==> src/rtl/lbc_pkg.sv <==
// ----------------------------------------------------------------------------
// lbc_pkg: shared types and codes of the blink-code status display
// Item and result payloads, phase enum, mode and pattern codes, thresholds.
// ----------------------------------------------------------------------------
`timescale 1ns / 1ps

package lbc_pkg;

    // Default timer width, used as the default of the top level's TIMER_BITS
    localparam int TIMER_BITS_DEF = 16;

    // Configuration port
    localparam int CFG_IDX_W  = 2;
    localparam int CFG_DATA_W = 16;
    localparam logic [CFG_IDX_W-1:0] CFG_LED_ON  = 2'd0;
    localparam logic [CFG_IDX_W-1:0] CFG_LED_OFF = 2'd1;
    localparam logic [CFG_IDX_W-1:0] CFG_REPEAT  = 2'd2;

    localparam logic [CFG_DATA_W-1:0] LED_ON_RST  = 16'd150;
    localparam logic [CFG_DATA_W-1:0] LED_OFF_RST = 16'd300;
    localparam logic [CFG_DATA_W-1:0] REPEAT_RST  = 16'd2000;

    // Display modes
    localparam logic [2:0] MODE_IDLE = 3'd0;
    localparam logic [2:0] MODE_BATT = 3'd1;
    localparam logic [2:0] MODE_SD   = 3'd2;
    localparam logic [2:0] MODE_REC  = 3'd3;
    localparam logic [2:0] MODE_GPS  = 3'd4;

    // Status patterns: off, on, then one to four blinks
    localparam logic [2:0] PAT_OFF    = 3'd0;
    localparam logic [2:0] PAT_ON     = 3'd1;
    localparam logic [2:0] PAT_BLINK1 = 3'd2;
    localparam logic [2:0] PAT_BLINK2 = 3'd3;
    localparam logic [2:0] PAT_BLINK3 = 3'd4;
    localparam logic [2:0] PAT_BLINK4 = 3'd5;

    // Battery thresholds in tenths of a percent
    localparam logic [9:0] BATT_LVL4 = 10'd800;
    localparam logic [9:0] BATT_LVL3 = 10'd600;
    localparam logic [9:0] BATT_LVL2 = 10'd300;
    localparam logic [9:0] BATT_LVL1 = 10'd100;

    typedef enum logic [1:0] {
        PH_START,
        PH_MODE,
        PH_STATUS,
        PH_WAIT
    } t_phase;

    typedef struct packed {
        logic        advance_mode;
        logic        restart;
        logic        rec_running;
        logic [1:0]  gps_state;
        logic [9:0]  battery_level;
        logic        sd_ok;
        logic [21:0] sd_free;
        logic [21:0] sd_total;
    } t_item;

    typedef struct packed {
        logic       led1_on;
        logic       led2_on;
        logic [2:0] display_mode;
        logic [2:0] status_pattern;
    } t_result;

    // Status level proposal: keep means leave the pattern alone
    typedef struct packed {
        logic       keep;
        logic [2:0] pattern;
    } t_status;

    typedef struct packed {
        logic [CFG_DATA_W-1:0] led_on_ms;
        logic [CFG_DATA_W-1:0] led_off_ms;
        logic [CFG_DATA_W-1:0] repeat_ms;
    } t_cfg;

endpackage

==> src/rtl/lbc_if.sv <==
// ----------------------------------------------------------------------------
// lbc_if: valid/ready channels of the blink-code status display
// Tick item channel, result channel and configuration write channel.
// ----------------------------------------------------------------------------
`timescale 1ns / 1ps

interface lbc_item_if;
    import lbc_pkg::*;
    logic  valid;
    logic  ready;
    t_item data;
    modport source (output valid, output data, input ready);
    modport sink   (input valid, input data, output ready);
endinterface

interface lbc_result_if;
    import lbc_pkg::*;
    logic    valid;
    logic    ready;
    t_result data;
    modport source (output valid, output data, input ready);
    modport sink   (input valid, input data, output ready);
endinterface

interface lbc_cfg_if;
    import lbc_pkg::*;
    logic                  valid;
    logic                  ready;
    logic [CFG_IDX_W-1:0]  index;
    logic [CFG_DATA_W-1:0] data;
    modport source (output valid, output index, output data, input ready);
    modport sink   (input valid, input index, input data, output ready);
endinterface

==> src/rtl/lbc_status.sv <==
// ----------------------------------------------------------------------------
// lbc_status: status level evaluation
// Maps the live status values of the current mode to a blink pattern.
// ----------------------------------------------------------------------------
`timescale 1ns / 1ps

module lbc_status (
    input  logic [2:0]     i_mode,
    input  lbc_pkg::t_item i_item,
    output lbc_pkg::t_status o_status
);
    import lbc_pkg::*;

    logic [23:0] free_x4;
    logic [23:0] total_x3;
    logic [22:0] free_x2;
    logic [23:0] total_ext;

    // Scale free and total so the ratio tests are plain compares
    assign free_x4   = {i_item.sd_free, 2'b00};
    assign free_x2   = {i_item.sd_free, 1'b0};
    assign total_ext = {2'b00, i_item.sd_total};
    assign total_x3  = total_ext + {1'b0, i_item.sd_total, 1'b0};

    // Pick the pattern for the active mode
    always_comb begin
        o_status.keep    = 1'b0;
        o_status.pattern = PAT_OFF;
        unique case (i_mode)
            MODE_BATT: begin
                priority if (i_item.battery_level > BATT_LVL4) o_status.pattern = PAT_BLINK4;
                else if (i_item.battery_level > BATT_LVL3)     o_status.pattern = PAT_BLINK3;
                else if (i_item.battery_level > BATT_LVL2)     o_status.pattern = PAT_BLINK2;
                else if (i_item.battery_level > BATT_LVL1)     o_status.pattern = PAT_BLINK1;
                else                                           o_status.pattern = PAT_OFF;
            end
            MODE_SD: begin
                // Invalid or empty card: leave the previous level standing
                if (!i_item.sd_ok || i_item.sd_total == '0) begin
                    o_status.keep = 1'b1;
                end else begin
                    priority if (free_x4 > total_x3)               o_status.pattern = PAT_BLINK4;
                    else if (free_x2 > total_ext[22:0])            o_status.pattern = PAT_BLINK3;
                    else if (free_x4 > total_ext)                  o_status.pattern = PAT_BLINK2;
                    else                                           o_status.pattern = PAT_BLINK1;
                end
            end
            MODE_REC: begin
                o_status.pattern = i_item.rec_running ? PAT_ON : PAT_OFF;
            end
            MODE_GPS: begin
                o_status.pattern = {1'b0, i_item.gps_state} + PAT_BLINK1;
            end
            default: begin
                o_status.pattern = PAT_OFF;
            end
        endcase
    end

endmodule

==> src/rtl/lbc_seq.sv <==
// ----------------------------------------------------------------------------
// lbc_seq: blink sequencer
// Mode register, phase machine, blink counters, timer and LED registers.
// ----------------------------------------------------------------------------
`timescale 1ns / 1ps

module lbc_seq #(
    parameter int TIMER_BITS = lbc_pkg::TIMER_BITS_DEF
) (
    input  logic              i_clk,
    input  logic              i_rst_n,
    input  logic              i_fire,
    input  lbc_pkg::t_item    i_item,
    input  lbc_pkg::t_status  i_status,
    input  lbc_pkg::t_cfg     i_cfg,
    output logic [2:0]        o_next_mode,
    output lbc_pkg::t_result  o_result
);
    import lbc_pkg::*;

    localparam int LW = (TIMER_BITS > CFG_DATA_W) ? TIMER_BITS : CFG_DATA_W;

    // Clamp a period to the timer range
    function automatic logic [TIMER_BITS-1:0] load_timer(input logic [CFG_DATA_W-1:0] v);
        logic [LW-1:0] v_ext;
        logic [LW-1:0] top_ext;
        v_ext   = LW'(v);
        top_ext = LW'({TIMER_BITS{1'b1}});
        return (v_ext > top_ext) ? TIMER_BITS'(top_ext) : TIMER_BITS'(v_ext);
    endfunction

    t_phase                r_phase, n_phase;
    logic [2:0]            r_mode, n_mode;
    logic [TIMER_BITS-1:0] r_timer, n_timer;
    logic [2:0]            r_mdone, n_mdone;
    logic [2:0]            r_sdone, n_sdone;
    logic [2:0]            r_smax;
    logic [2:0]            r_pattern;
    logic                  r_led1, n_led1;
    logic                  r_led2, n_led2;
    logic                  r_rec_seen;

    t_phase                ph0;
    logic                  do_refresh;
    logic [2:0]            pat1;
    logic [2:0]            max1;
    logic                  led2_1;
    logic [TIMER_BITS-1:0] t1;
    logic                  alarm;
    logic                  mode_more;
    logic                  stat_go;
    logic                  stat_more;

    // Step the mode on advance; any pulse restarts the sequence
    always_comb begin
        if (i_item.advance_mode) begin
            priority if (r_mode < MODE_GPS) n_mode = r_mode + 3'd1;
            else if (r_mode == MODE_GPS)    n_mode = MODE_IDLE;
            else                            n_mode = MODE_GPS;
        end else begin
            n_mode = r_mode;
        end
        ph0 = (i_item.advance_mode || i_item.restart) ? PH_START : r_phase;
    end

    assign o_next_mode = n_mode;

    // Apply a new pattern at sequence start or on a recording change
    always_comb begin
        do_refresh = (i_item.rec_running != r_rec_seen) || (ph0 == PH_START);
        pat1   = r_pattern;
        max1   = r_smax;
        led2_1 = r_led2;
        if (do_refresh && !i_status.keep && i_status.pattern != r_pattern) begin
            pat1 = i_status.pattern;
            if (i_status.pattern == PAT_OFF) begin
                max1   = 3'd0;
                led2_1 = 1'b0;
            end else if (i_status.pattern == PAT_ON) begin
                led2_1 = 1'b1;
            end else begin
                max1 = i_status.pattern - 3'd1;
            end
        end
    end

    // Count the timer down and flag expiry
    assign t1        = r_timer - TIMER_BITS'(r_timer != '0);
    assign alarm     = (t1 == '0);
    assign mode_more = (r_mdone < n_mode);
    assign stat_go   = (max1 != 3'd0) && (pat1 != PAT_OFF);
    assign stat_more = (r_sdone < max1);

    // Next phase
    always_comb begin
        n_phase = ph0;
        unique case (ph0)
            PH_START: begin
                n_phase = PH_MODE;
            end
            PH_WAIT: begin
                if (alarm) n_phase = PH_START;
            end
            PH_MODE: begin
                if (alarm && !r_led1 && !mode_more) begin
                    n_phase = stat_go ? PH_STATUS : PH_WAIT;
                end
            end
            PH_STATUS: begin
                if (alarm && pat1 != PAT_OFF && pat1 != PAT_ON && !led2_1 && !stat_more) begin
                    n_phase = PH_WAIT;
                end
            end
        endcase
    end

    // LEDs, counters and timer loads per phase
    always_comb begin
        n_timer = t1;
        n_led1  = r_led1;
        n_led2  = led2_1;
        n_mdone = r_mdone;
        n_sdone = r_sdone;
        unique case (ph0)
            PH_START: begin
                n_mdone = 3'd0;
                n_sdone = 3'd0;
                if (n_mode != MODE_IDLE) begin
                    n_led1  = 1'b1;
                    n_mdone = 3'd1;
                    n_timer = load_timer(i_cfg.led_on_ms);
                end
            end
            PH_WAIT: begin
                n_timer = t1;
            end
            PH_MODE: begin
                if (alarm) begin
                    priority if (r_led1) begin
                        n_led1  = 1'b0;
                        n_timer = load_timer(i_cfg.led_off_ms);
                    end else if (mode_more) begin
                        n_mdone = r_mdone + 3'd1;
                        n_led1  = 1'b1;
                        n_timer = load_timer(i_cfg.led_on_ms);
                    end else if (stat_go) begin
                        n_led2  = 1'b1;
                        n_sdone = r_sdone + 3'd1;
                        n_timer = load_timer(i_cfg.led_on_ms);
                    end else begin
                        n_timer = load_timer(i_cfg.repeat_ms);
                    end
                end
            end
            PH_STATUS: begin
                if (alarm) begin
                    priority if (pat1 == PAT_OFF) begin
                        n_led2 = 1'b0;
                    end else if (pat1 == PAT_ON) begin
                        n_led2 = 1'b1;
                    end else if (led2_1) begin
                        n_led2  = 1'b0;
                        n_timer = load_timer(i_cfg.led_off_ms);
                    end else if (stat_more) begin
                        n_sdone = r_sdone + 3'd1;
                        n_led2  = 1'b1;
                        n_timer = load_timer(i_cfg.led_on_ms);
                    end else begin
                        n_timer = load_timer(i_cfg.repeat_ms);
                    end
                end
            end
        endcase
    end

    // Commit one tick per accepted item
    always_ff @(posedge i_clk) begin
        if (!i_rst_n) begin
            r_phase    <= PH_START;
            r_mode     <= MODE_IDLE;
            r_timer    <= '0;
            r_mdone    <= 3'd0;
            r_sdone    <= 3'd0;
            r_smax     <= 3'd0;
            r_pattern  <= PAT_OFF;
            r_led1     <= 1'b0;
            r_led2     <= 1'b0;
            r_rec_seen <= 1'b0;
        end else if (i_fire) begin
            r_phase    <= n_phase;
            r_mode     <= n_mode;
            r_timer    <= n_timer;
            r_mdone    <= n_mdone;
            r_sdone    <= n_sdone;
            r_smax     <= max1;
            r_pattern  <= pat1;
            r_led1     <= n_led1;
            r_led2     <= n_led2;
            r_rec_seen <= i_item.rec_running;
        end
    end

    assign o_result.led1_on        = r_led1;
    assign o_result.led2_on        = r_led2;
    assign o_result.display_mode   = r_mode;
    assign o_result.status_pattern = r_pattern;

endmodule

==> src/rtl/led_blink_code_status.sv <==
// Two-LED blink-code status display driven by a millisecond tick item. Each
// accepted item yields exactly one result with both LED levels, the display
// mode and the status pattern. One item is taken every clock cycle while the
// input register is empty or its item moves on; a result is valid once its
// item has passed the input register and then the sequencer state, which
// doubles as the result register. A stalled result holds only one item in
// the input register behind it. Periods are written on the configuration
// channel (index 0 on time, 1 off time, 2 pause), which is always ready.
// ----------------------------------------------------------------------------
// led_blink_code_status: blink-code status display top level
// Input register, configuration registers, status evaluation and sequencer.
// ----------------------------------------------------------------------------
`timescale 1ns / 1ps

module led_blink_code_status #(
    parameter int TIMER_BITS = lbc_pkg::TIMER_BITS_DEF
) (
    input  logic          i_clk,
    input  logic          i_rst_n,
    lbc_item_if.sink      i_item,
    lbc_cfg_if.sink       i_cfg,
    lbc_result_if.source  o_result
);
    import lbc_pkg::*;

    logic    r_in_valid;
    t_item   r_in;
    logic    r_out_valid;
    t_cfg    r_cfg;
    logic    fire;
    logic [2:0] next_mode;
    t_status status;

    // Advance the stage when the result slot is free or being taken
    assign fire         = r_in_valid && (!r_out_valid || o_result.ready);
    assign i_item.ready = !r_in_valid || fire;
    assign i_cfg.ready  = 1'b1;

    // Hold the incoming item
    always_ff @(posedge i_clk) begin
        if (!i_rst_n) begin
            r_in_valid <= 1'b0;
        end else if (i_item.ready) begin
            r_in_valid <= i_item.valid;
        end
    end

    always_ff @(posedge i_clk) begin
        if (i_item.ready && i_item.valid) begin
            r_in <= i_item.data;
        end
    end

    // Track the result slot
    always_ff @(posedge i_clk) begin
        if (!i_rst_n) begin
            r_out_valid <= 1'b0;
        end else if (fire) begin
            r_out_valid <= 1'b1;
        end else if (o_result.ready) begin
            r_out_valid <= 1'b0;
        end
    end

    // Configuration registers
    always_ff @(posedge i_clk) begin
        if (!i_rst_n) begin
            r_cfg.led_on_ms  <= LED_ON_RST;
            r_cfg.led_off_ms <= LED_OFF_RST;
            r_cfg.repeat_ms  <= REPEAT_RST;
        end else if (i_cfg.valid && i_cfg.ready) begin
            unique case (i_cfg.index)
                CFG_LED_ON:  r_cfg.led_on_ms  <= i_cfg.data;
                CFG_LED_OFF: r_cfg.led_off_ms <= i_cfg.data;
                CFG_REPEAT:  r_cfg.repeat_ms  <= i_cfg.data;
                default:     r_cfg            <= r_cfg;
            endcase
        end
    end

    lbc_status u_status (
        .i_mode   (next_mode),
        .i_item   (r_in),
        .o_status (status)
    );

    lbc_seq #(
        .TIMER_BITS (TIMER_BITS)
    ) u_seq (
        .i_clk       (i_clk),
        .i_rst_n     (i_rst_n),
        .i_fire      (fire),
        .i_item      (r_in),
        .i_status    (status),
        .i_cfg       (r_cfg),
        .o_next_mode (next_mode),
        .o_result    (o_result.data)
    );

    assign o_result.valid = r_out_valid;

`ifndef NO_ASSERTIONS
    // Pattern off always leaves the status LED dark
    a_off_dark: assert property (@(posedge i_clk) disable iff (!i_rst_n)
        (o_result.data.status_pattern == PAT_OFF) |-> !o_result.data.led2_on)
        else $error("status LED lit with pattern off");

    // Pattern on always keeps the status LED lit
    a_on_lit: assert property (@(posedge i_clk) disable iff (!i_rst_n)
        (o_result.data.status_pattern == PAT_ON) |-> o_result.data.led2_on)
        else $error("status LED dark with pattern on");

    // A full input stage behind a stalled result takes no new item
    a_backpressure: assert property (@(posedge i_clk) disable iff (!i_rst_n)
        (r_in_valid && r_out_valid && !o_result.ready) |-> !i_item.ready)
        else $error("item taken while both stages are full");

    // Every tick processed shows up as a result next cycle
    a_fire_out: assert property (@(posedge i_clk) disable iff (!i_rst_n)
        fire |=> o_result.valid)
        else $error("processed item produced no result");
`endif

endmodule
==> src/flat_wrapper.sv <==
// flat-port wrapper written by rule: the top's interface ports become plain ports
module led_blink_code_status_flat import lbc_pkg::*;
#(
    parameter int TIMER_BITS = lbc_pkg::TIMER_BITS_DEF
)
  (i_clk, i_rst_n, i_item_valid, i_item_data, i_item_ready, i_cfg_valid, i_cfg_index, i_cfg_data, i_cfg_ready, o_result_valid, o_result_data, o_result_ready);
  lbc_item_if i_item_i ();
  lbc_cfg_if i_cfg_i ();
  lbc_result_if o_result_i ();
  input  logic i_clk;
  input  logic i_rst_n;
  input wire logic [$bits(i_item_i.valid)-1:0] i_item_valid;
  input wire logic [$bits(i_item_i.data)-1:0] i_item_data;
  output wire logic [$bits(i_item_i.ready)-1:0] i_item_ready;
  input wire logic [$bits(i_cfg_i.valid)-1:0] i_cfg_valid;
  input wire logic [$bits(i_cfg_i.index)-1:0] i_cfg_index;
  input wire logic [$bits(i_cfg_i.data)-1:0] i_cfg_data;
  output wire logic [$bits(i_cfg_i.ready)-1:0] i_cfg_ready;
  output wire logic [$bits(o_result_i.valid)-1:0] o_result_valid;
  output wire logic [$bits(o_result_i.data)-1:0] o_result_data;
  input wire logic [$bits(o_result_i.ready)-1:0] o_result_ready;
  assign i_item_i.valid = i_item_valid;
  assign i_item_i.data = i_item_data;
  assign i_item_ready = i_item_i.ready;
  assign i_cfg_i.valid = i_cfg_valid;
  assign i_cfg_i.index = i_cfg_index;
  assign i_cfg_i.data = i_cfg_data;
  assign i_cfg_ready = i_cfg_i.ready;
  assign o_result_valid = o_result_i.valid;
  assign o_result_data = o_result_i.data;
  assign o_result_i.ready = o_result_ready;
  led_blink_code_status #(.TIMER_BITS(TIMER_BITS)) u_core (.i_clk(i_clk), .i_rst_n(i_rst_n), .i_item(i_item_i), .i_cfg(i_cfg_i), .o_result(o_result_i));
endmodule
==> config.mk <==
export PLATFORM = sky130hd
export DESIGN_NAME = led_blink_code_status_flat
export DESIGN_NICKNAME = d
export VERILOG_FILES = /design/src/rtl/lbc_pkg.sv /design/src/rtl/lbc_if.sv /design/src/rtl/lbc_status.sv /design/src/rtl/lbc_seq.sv /design/src/rtl/led_blink_code_status.sv /design/src/flat_wrapper.sv
export SDC_FILE = /design/constraint.sdc
export NUM_CORES = 1
export LEC_CHECK = 0
export BUFFER_PORTS_ARGS = -buffer_cell sky130_fd_sc_hd__buf_4
export CAP_MARGIN = 20
export CORE_UTILIZATION = 60
export CTS_CLUSTER_SIZE = 40
export DETAILED_ROUTE_END_ITERATION = 7
export GPL_TIMING_DRIVEN = 0
export PLACE_DENSITY = 0.8
export SLEW_MARGIN = 15
export SYNTH_ARGS = -nofsm -noshare
export SYNTH_HDL_FRONTEND = slang
export SYNTH_SLANG_ARGS = --single-unit
export TNS_END_PERCENT = 50
==> constraint.sdc <==
create_clock -name i_clk -period 9.5 [get_ports i_clk]
set_clock_uncertainty 0.05 [all_clocks]
set_input_delay 0 -clock i_clk [delete_from_list [all_inputs] [get_ports i_clk]]
set_output_delay 0 -clock i_clk [all_outputs]
set_load 0.02 [all_outputs]
Word level (Yosys, flattened, before mapping)
Cells that the tools add are included.
- add/subtract/negate cells: 7
- magnitude comparators: 13
- equal/unequal tests: 26
- mux-type cells: 74
- reductions and logical operators: 43
- operator list (kind ; number):
    $mux W16 ; 13
    $mux W3 ; 24
    $pmux W16 S4 ; 1
    $gt A16 B16 Y1 const B ; 3
    $add A22 B23 Y24 ; 1
    $gt A24 B22 Y1 ; 1
    $gt A24 B24 Y1 ; 1
    $mux W1 ; 24
    $gt A23 B22 Y1 ; 1
    $logic_not A22 Y1 ; 1
    $gt A10 B10 Y1 const B ; 2
    $ne A2 B2 Y1 const B ; 10
    $logic_not A16 Y1 ; 1
    $reduce_bool A16 Y1 ; 1
    $sub A16 B1 Y16 ; 1
    $mux W2 ; 6
    $pmux W3 S4 ; 1
    $reduce_bool A3 Y1 ; 4
    $logic_and A1 B1 Y1 ; 11
    $reduce_and A11 Y1 ; 1
    $gt A10 B7 Y1 const B ; 1
    $gt A10 B9 Y1 const B ; 1
    $add A3 B1 Y3 const B ; 3
    $eq A3 B1 Y1 const B ; 3
    other kinds (24) ; 47
- bits in registers: 146
- bits of input ports: 83

Logic depth before layout (Yosys ltp)
Gate-level depths: netlist (run 1).
- word-level depth: 17
- gate-level depth with buffers: 37
- depth with buffers taken out: 36

By module
A second synthesis (run 1) with hierarchy kept.
- cell total of the unflattened synthesis: 1182
- area, all modules: 10759.1 µm²
- modules (own cells, without submodules) (module ; instances ; cells each ; area each (µm²)):
    lbc_seq ; 1 ; 516 ; 3877.5
    led_blink_code_status ; 1 ; 262 ; 3839.9
    lbc_status ; 1 ; 404 ; 3041.7

Worst setup path before layout (run 1)
OpenSTA, ideal clock, no wires.
- path type: register to register
- start point: reg u_core.r_in[1] (netlist bit)
- end point: reg u_core.u_seq.r_timer[0]
- setup time: 127 ps
- arrival time: 7134 ps
- required time: 9323 ps
- slack: 2189 ps
- cell stages (with the launch flop): 35
- buffers on the path: 1
- clock period less this slack: 7311 ps
- path through: edfxtp_1 and2_1 fa_1 a21o_1 a21oi_1 o21bai_1 a21oi_1 o21bai_1 a21o_1 a41oi_1 a21oi_1 a211oi_1 a21oi_1 a21o_1 a21o_1 xnor2_1 ha_1 a21o_1 a21o_1 a22o_1 or4_4 a22oi_1 a21oi_1 ha_1 o31a_1 o31ai_1 a22oi_1 ha_1 nand2_1 nand2_1 a31oi_4 buf_2 mux2_2 a21oi_1 o21ai_1
- word-level cells in the longest chain between the ends: 17
- elaborated cells on any way between the ends: 43
- those cells by class: add/sub (2); order compare (4); eq/ne (3); mux (24); reduce/logical (10)
- ends and longest elaborated chain (element ; RTL line ; RTL):
    start: declaration ; led_blink_code_status.sv:27 ; t_item r_in;
    start signal: assignment ; led_blink_code_status.sv:50 ; r_in <= i_item.data;
    parallel branches: the longest is 16 deep, another holds $add A22 B23 Y24 ; n/a ;
    $pmux W16 S4 (*) ; lbc_seq.sv:124 ; unique case (ph0)
    end signal: assignment ; lbc_seq.sv:192 ; r_timer <= n_timer;
    end: declaration ; lbc_seq.sv:34 ; logic [TIMER_BITS-1:0] r_timer, n_timer;
Mark *: on every way between the ends.
A chain may end at the register's enable or synchronous reset.

Worst setup path after layout (run 1)
- start point: reg u_core.r_in[1] (netlist bit)
- end point: reg u_core.u_seq.r_timer[9]
The elaborated chain is that of the path after synthesis.

==> flow_summary.toml, run 1 <==
[yosys]
synth-simple-area-share = 0.1807
syn_inst = 1144
avgSynthCellArea_sq_um = 8.837
ys_ff_latch = 146
synth_compound_area_frac = 0.2010
synthAdderAreaFrac = 0.1418
synth_area_leaders = "edfxtp_1 (18%), dfxtp_1 (17%), ha_1 (14%), a21oi_1 (6.1%), nand2_1 (5.7%)"
synthMuxAreaShare = 0.05545
syn-num-nets = 1341
synth_most_common_cell = "nand2_1"
synth_top_family_by_area = "compound AO/OA/AOI/OAI gates"
synth_area_sq_um = 10110
synth_edf_count = 60
yosys_warnings = 0
synth.largest_area_cell = "edfxtp_1"
ys_seq_area_frac = 0.3485
ys.flop_type = "dfxtp_1"
synthXorXnorAreaFrac = 0.03354
netlist_top_cells_count = "nand2_1 (154), a21oi_1 (123), ha_1 (113)"
ys_async_sr_fraction = 0
synth_top_area_frac = 0.1782
ys_types = 84

[critical_path]
r2r_slack_ns = 0.58
end_kind = "register"
cp_max_fo = 10
critPathMaxStageDelay_ns = 0.52
worstRegToRegCells = 36
crit_top_cell = "a21oi_1"
required_ns = 9.74
critical_path.startpoint_type = "register"
cp.arrival_ns = 9.16
critPathKind = "register to register"
critPathSlowestCell = "edfxtp_1"

[floorplan]
initial_core_util = 0.6118
io_pins = 94
die_w_um = 131.8
fp.dieArea_sq_um = 17370
coreArea_sq_um = 16520
rows = 47
fp.dieH_um = 131.8

[job]
max_cap_viol_count = 0

[pwr]
combPwrFrac = 0.312
p_sw_frac = 0.3313
total_leakage_power_uw = 0.005315
powerDensity_nw_per_um2 = 164.6
p_switching_uw = 682.8
clockPowerShare = 0.337
ir_worst_vdd_uv = 137.9
intPower_uw = 1378
power_frac_seq = 0.350

[global_routing]
met2_usage = 0.5497
grt_use_met1 = 0.4326
grt_overflow_total = 0
grt-busiest-layer = "met2"
grt_pass1_wl_um = 46050
grt_max_degree = 35
met3_usage = 0.06113
grt_usage = 0.3341
antenna_found_initial = 1
grt_pass1_vias = 9231

[final_layout]
areaGrowthSynthToFinish_pct = 23.81
drive_gt1_frac = 0.1346
fin_nets = 1536
num-fill-cells = 1179
final_cells = 1573
multi_input_area_sq_um = 6202
utilization = 0.7575
regArea_sq_um = 3523

[route]
drc = 0
ant_nets = 0
drt-total-wl_um = 28830
wire_per_inst_um = 18.33
vias = 9536
drt_iter0_markers = 883
via_per_inst = 6.062
dr.pass1.iters = 8

[clock_tree]
cts_buffers = 17
postCtsSetupRepairBufs = 0
h-tree-depth = 4
ctsLongestPathBuffers = 2
clk_transition_reported_paths_ns = 0.06
cts-root-buf = "clkbuf_16"
clk_latency_ns = 0.44
cts_tree = "built"
clock_sinks = 146

[place]
port_buffers = 92
dpl.hpwl_um = 20200
place_congestion = 0.9559
placed_cells = 1458

[run_status]
status = "finished clean"

[sta]
fin_setup_tns_ns = 0
min_period_ns = 8.916
hold_viol = 0
drv_slew = 0
maxSlewHeadroom = 0.3834
fmax_mhz = 112.2
worst_pin_slew_ns = 0.9171
grt_setup_unrepaired = "false"
period_share = 0.9386
finalSetupViolCount = 0

[worst_hold_path]
worstHoldPathCells = 5
hold_class = "input port to register"
==> placed cells by master, fill, tap and decap left out, types with 40 or more instances in the layout <==
| master | netlist | layout |
|---|---|---|
| nand2_1 | 154 | 154 |
| a21oi_1 | 123 | 122 |
| ha_1 | 113 | 113 |
| buf_4 | 3 | 95 |
| dfxtp_1 | 86 | 86 |
| dlygate4sd3_1 | 0 | 82 |
| nor2_1 | 79 | 79 |
| edfxtp_1 | 60 | 60 |
| inv_1 | 49 | 49 |
| o21ai_0 | 40 | 40 |
==> per-layer routing <==
layer  part of all wire  routed length [um]
met5                  0                   0
met4              0.031                 900
met1               0.43               12340
met3              0.062                1783
met2               0.48               13810
==> state kept, by name, summed over array words and instances, names as in the netlist, 2 cells and up <==
register                cells
u_core.r_cfg               48
u_core.r_in                60
u_core.u_seq.r_mdone        3
u_core.u_seq.r_mode         3
u_core.u_seq.r_pattern      3
u_core.u_seq.r_phase        2
u_core.u_seq.r_sdone        3
u_core.u_seq.r_smax         3
u_core.u_seq.r_timer       16
==> through the flow <==
step | setup WS [ns] | hold slack (ns) | power (uW) | cell area [sq um]
6_report | 0.5837 | 0.03937 | 2061 | 12520
5_1_grt | 0.1959 | 0.05506 | 2149 | 12520
4_1_cts | 0.5870 | 0.02251 | 2044 | 12510
3_5_place_dp | 0.6344 | 0.1293 | 1329 | 11100
3_3_place_gp | 0.7609 | 0.1283 | 1313 | 11080
2_1_floorplan | 2.189 | 0.04887 | 1170 | 10110
==> power by group through the flow <==
stage / clock [uW] / sequential (uW) / combinational, uW
after global routing: 721 / 725 / 704
after CTS: 695 / 720 / 630
final: 695 / 722 / 644
after global placement: 0 / 733 / 580
after floorplan: 0 / 724 / 446
after detailed placement: 0 / 733 / 596
==> worst paths after layout <==
path / startpoint / end
setup reg to reg: u_core.r_in[1]$_DFFE_PP_ / u_core.u_seq.r_timer[9]$_SDFFE_PN0P_
hold reg to reg: u_core.u_seq.r_rec_seen$_SDFFE_PN0P_ / u_core.u_seq.r_rec_seen$_SDFFE_PN0P_
setup / recovery: u_core.r_in[1]$_DFFE_PP_ / u_core.u_seq.r_timer[9]$_SDFFE_PN0P_
hold / removal: i_cfg_index[1] / u_core.r_cfg[44]$_SDFFE_PN0P_
==> cells by family (layout without fill, tap and decap cells) <==
family	after synthesis	count (layout)
other	1	2
buffers and inverters	96	304
flip-flops	146	146
XOR/XNOR	37	37
AND/OR/NAND/NOR	384	384
multiplexers	52	52
adder cells (fa/ha/maj)	114	114
AO/OA/AOI/OAI	314	314
==> critical path: cells and delay by family (launching register included) <==
| kind | cells | cell delay (ns) |
|---|---|---|
| mux | 1 | 0.39 |
| flops | 1 | 0.52 |
| buf+inv | 3 | 0.59 |
| xor+xnor | 1 | 0.13 |
| simple gates | 6 | 1.23 |
| compound gates | 21 | 4.64 |
| fa+ha+maj | 4 | 1.20 |
==> cell type report <==
cell class	instances	share of cell area
inverter	51	0.01529
antenna	1	0.0001999
clock inverter	11	0.009996
timing repair buffer	176	0.1228
sequential	146	0.2815
clock buffer	21	0.03689
tap	220	0.02199
buffer	45	0.01589
multi-input combinational	902	0.4955
==> timing repair <==
item / CTS / global route
gates resized for setup: 0 / 1
endpoints found under the hold margin: 112 / 0
hold buffers: 82 / 0
endpoints found under the setup margin: 0 / 4
Note: power is estimated with default switching activity, not from simulation.
==> run 2: changes to the inputs <==
BUFFER_PORTS_ARGS = default   (was -buffer_cell sky130_fd_sc_hd__buf_4)
CELL_PAD_IN_SITES_DETAIL_PLACEMENT = 0   (was default)
CELL_PAD_IN_SITES_GLOBAL_PLACEMENT = 1   (was default)
CORE_UTILIZATION = 50   (was 60)
DONT_BUFFER_PORTS = 1   (was default)
PLACE_DENSITY = default   (was 0.8)
PLACE_DENSITY_LB_ADDON = 0.1   (was default)
==> flow_summary.toml, run 2 (synthesis gave the netlist of run 1 again) <==
[run_status]
status = "finished clean"

[critical_path]
worstRegToRegCells = 36
critPathSlowestCell = "edfxtp_1"
crit_top_cell = "a21oi_1"
critPathMaxStageDelay_ns = 0.52
critPathKind = "register to register"
critical_path.startpoint_type = "register"
reg2reg_from = "u_core.r_in[1]$_DFFE_PP_"
worstSetupEndpoint = "u_core.u_seq.r_timer[9]$_SDFFE_PN0P_"
cp.arrival_ns = 9.07
cp_max_fo = 10
r2r_slack_ns = 0.68
crit_path_start = "u_core.r_in[1]$_DFFE_PP_"
end_kind = "register"
r2r-end = "u_core.u_seq.r_timer[9]$_SDFFE_PN0P_"
required_ns = 9.75

[pwr]
power_frac_seq = 0.357
combPwrFrac = 0.300
p_sw_frac = 0.3344
intPower_uw = 1348
total_leakage_power_uw = 0.004869
clockPowerShare = 0.343
p_total_uw = 2025
p_switching_uw = 677.3
ir_worst_vdd_uv = 105.1
powerDensity_nw_per_um2 = 169.8

[route]
via_per_inst = 5.822
drt-total-wl_um = 28190
wire_per_inst_um = 18.45
dr.pass1.iters = 5
drc = 0
vias = 8896
drt_iter0_markers = 647
ant_nets = 0

[worst_hold_path]
worstHoldPathCells = 4
hold_class = "input port to register"

[final_layout]
n_antenna_cell = 0
fin_nets = 1447
drive_gt1_frac = 0.07284
largest_register = "u_core.r_in"
largest_reg_flops = 60
areaGrowthSynthToFinish_pct = 17.98
final_common_cell = "nand2_1"
final_cells = 1528
layout_common_cells = "nand2_1 (154), a21oi_1 (122), ha_1 (113), dlygate4sd3_1 (86), dfxtp_1 (86)"
reg_top3 = "u_core.r_in: 60 flops, u_core.r_cfg: 48 flops, u_core.u_seq.r_timer: 16 flops"

[global_routing]
grt_pass1_vias = 8456
antenna_found_initial = 0
grt_pass1_wl_um = 44440
grt_overflow_total = 0
grt_max_degree = 36
grt_usage = 0.2798

[place]
placed_cells = 1410
place_congestion = 0.9525
dpl.hpwl_um = 20740
port_buffers = 0
dpl_worst_slack_ns = 0.6557

[sta]
setup_slack_ns = 0.6760
drv_slew = 0
grt_setup_unrepaired = "false"
fin_hold_ws_ns = 0.01506
maxSlewHeadroom = 0.3998
fin_setup_tns_ns = 0
min_period_ns = 8.824
worst_pin_slew_ns = 0.8926
period_share = 0.9288
finalSetupViolCount = 0
fmax_mhz = 113.3
hold_viol = 0

[clock_tree]
ctsLongestPathBuffers = 2
postCtsSetupRepairBufs = 0
clock_sinks = 146
cts_buffers = 17
h-tree-depth = 4
clk_transition_reported_paths_ns = 0.06
cts_tree = "built"
cts-root-buf = "clkbuf_16"
clk_latency_ns = 0.44

[floorplan]
coreArea_sq_um = 19650
fp.dieH_um = 144.2
die_w_um = 144.2
io_pins = 94
fp.dieArea_sq_um = 20790
rows = 51
initial_core_util = 0.5144

[job]
max_cap_viol_count = 0
## run 2: changes by cell type in the layout (fill, tap and decap cells not counted), sizes merged
cell,previous run,this run
buf,106,13
clkbuf,54,52
inv,56,55
diode,1,0
dlygate4sd3,82,86
clkinvlp,0,3
## run 2: layout make-up
cell class	instances	area, sq um
inverter	51	191.4
sequential	146	3523
clock inverter	13	151.4
buffer	45	198.9
timing repair buffer	87	880.8
multi-input combinational	902	6207
clock buffer	19	442.9
tap	265	331.6
fill	1825	7726
## run 2: layer usage
metal | part of all wire | vias to the layer above | GRT usage
met1 | 0.48 | 4246 | 0.3916
met4 | 0.013 | 0 | 0.07756
met2 | 0.46 | 221 | 0.4465
met5 | 0 | - | 0
li1 | - | 4393 | -
met3 | 0.050 | 36 | 0.04205
## run 2: power groups by stage
stage | clock (uW) | combinational [uW] | sequential [uW]
after floorplan | 0 | 446 | 724
after global placement | 0 | 558 | 737
after detailed placement | 0 | 565 | 736
after CTS | 705 | 600 | 722
after global routing | 729 | 675 | 727
final | 695 | 607 | 723
## run 2: critical path, delay by kind of cell (launching register included)
kind | cells | cell delay [ns]
mux | 1 | 0.38
buf+inv | 3 | 0.59
compound gates | 22 | 4.85
simple gates | 6 | 1.16
fa+ha+maj | 4 | 1.12
flops | 1 | 0.52
## run 2: timing repair
item                                    4_1_cts  5_1_grt
endpoints found under the hold margin       138        0
hold buffers                                 86        0
gates resized for setup                       0        1
endpoints found under the setup margin        0        7
## run 2: worst min-delay path by stage
| stage | slack [ns] | start | end |
|---|---|---|---|
| global route | 0.06 | i_cfg_index[0] | u_core.r_cfg[2]$_SDFFE_PN0P_ |
| CTS | 0.002 | i_cfg_index[0] | u_core.r_cfg[35]$_SDFFE_PN0P_ |
| detailed placement | 0.05 | i_item_data[17] | u_core.r_in[17]$_DFFE_PP_ |
| global placement | 0.05 | i_item_data[30] | u_core.r_in[30]$_DFFE_PP_ |
| floorplan | 0.05 | i_item_data[0] | u_core.r_in[0]$_DFFE_PP_ |
| finish | 0.02 | i_cfg_index[0] | u_core.r_cfg[38]$_SDFFE_PN0P_ |
## run 2: per-stage QoR
stage,instance area (sq um),utilization
finish,11930,0.6069
global route,11930,0.6069
CTS,11920,0.6067
detailed placement,10470,0.5327
global placement,10440,0.5313
floorplan,10110,-
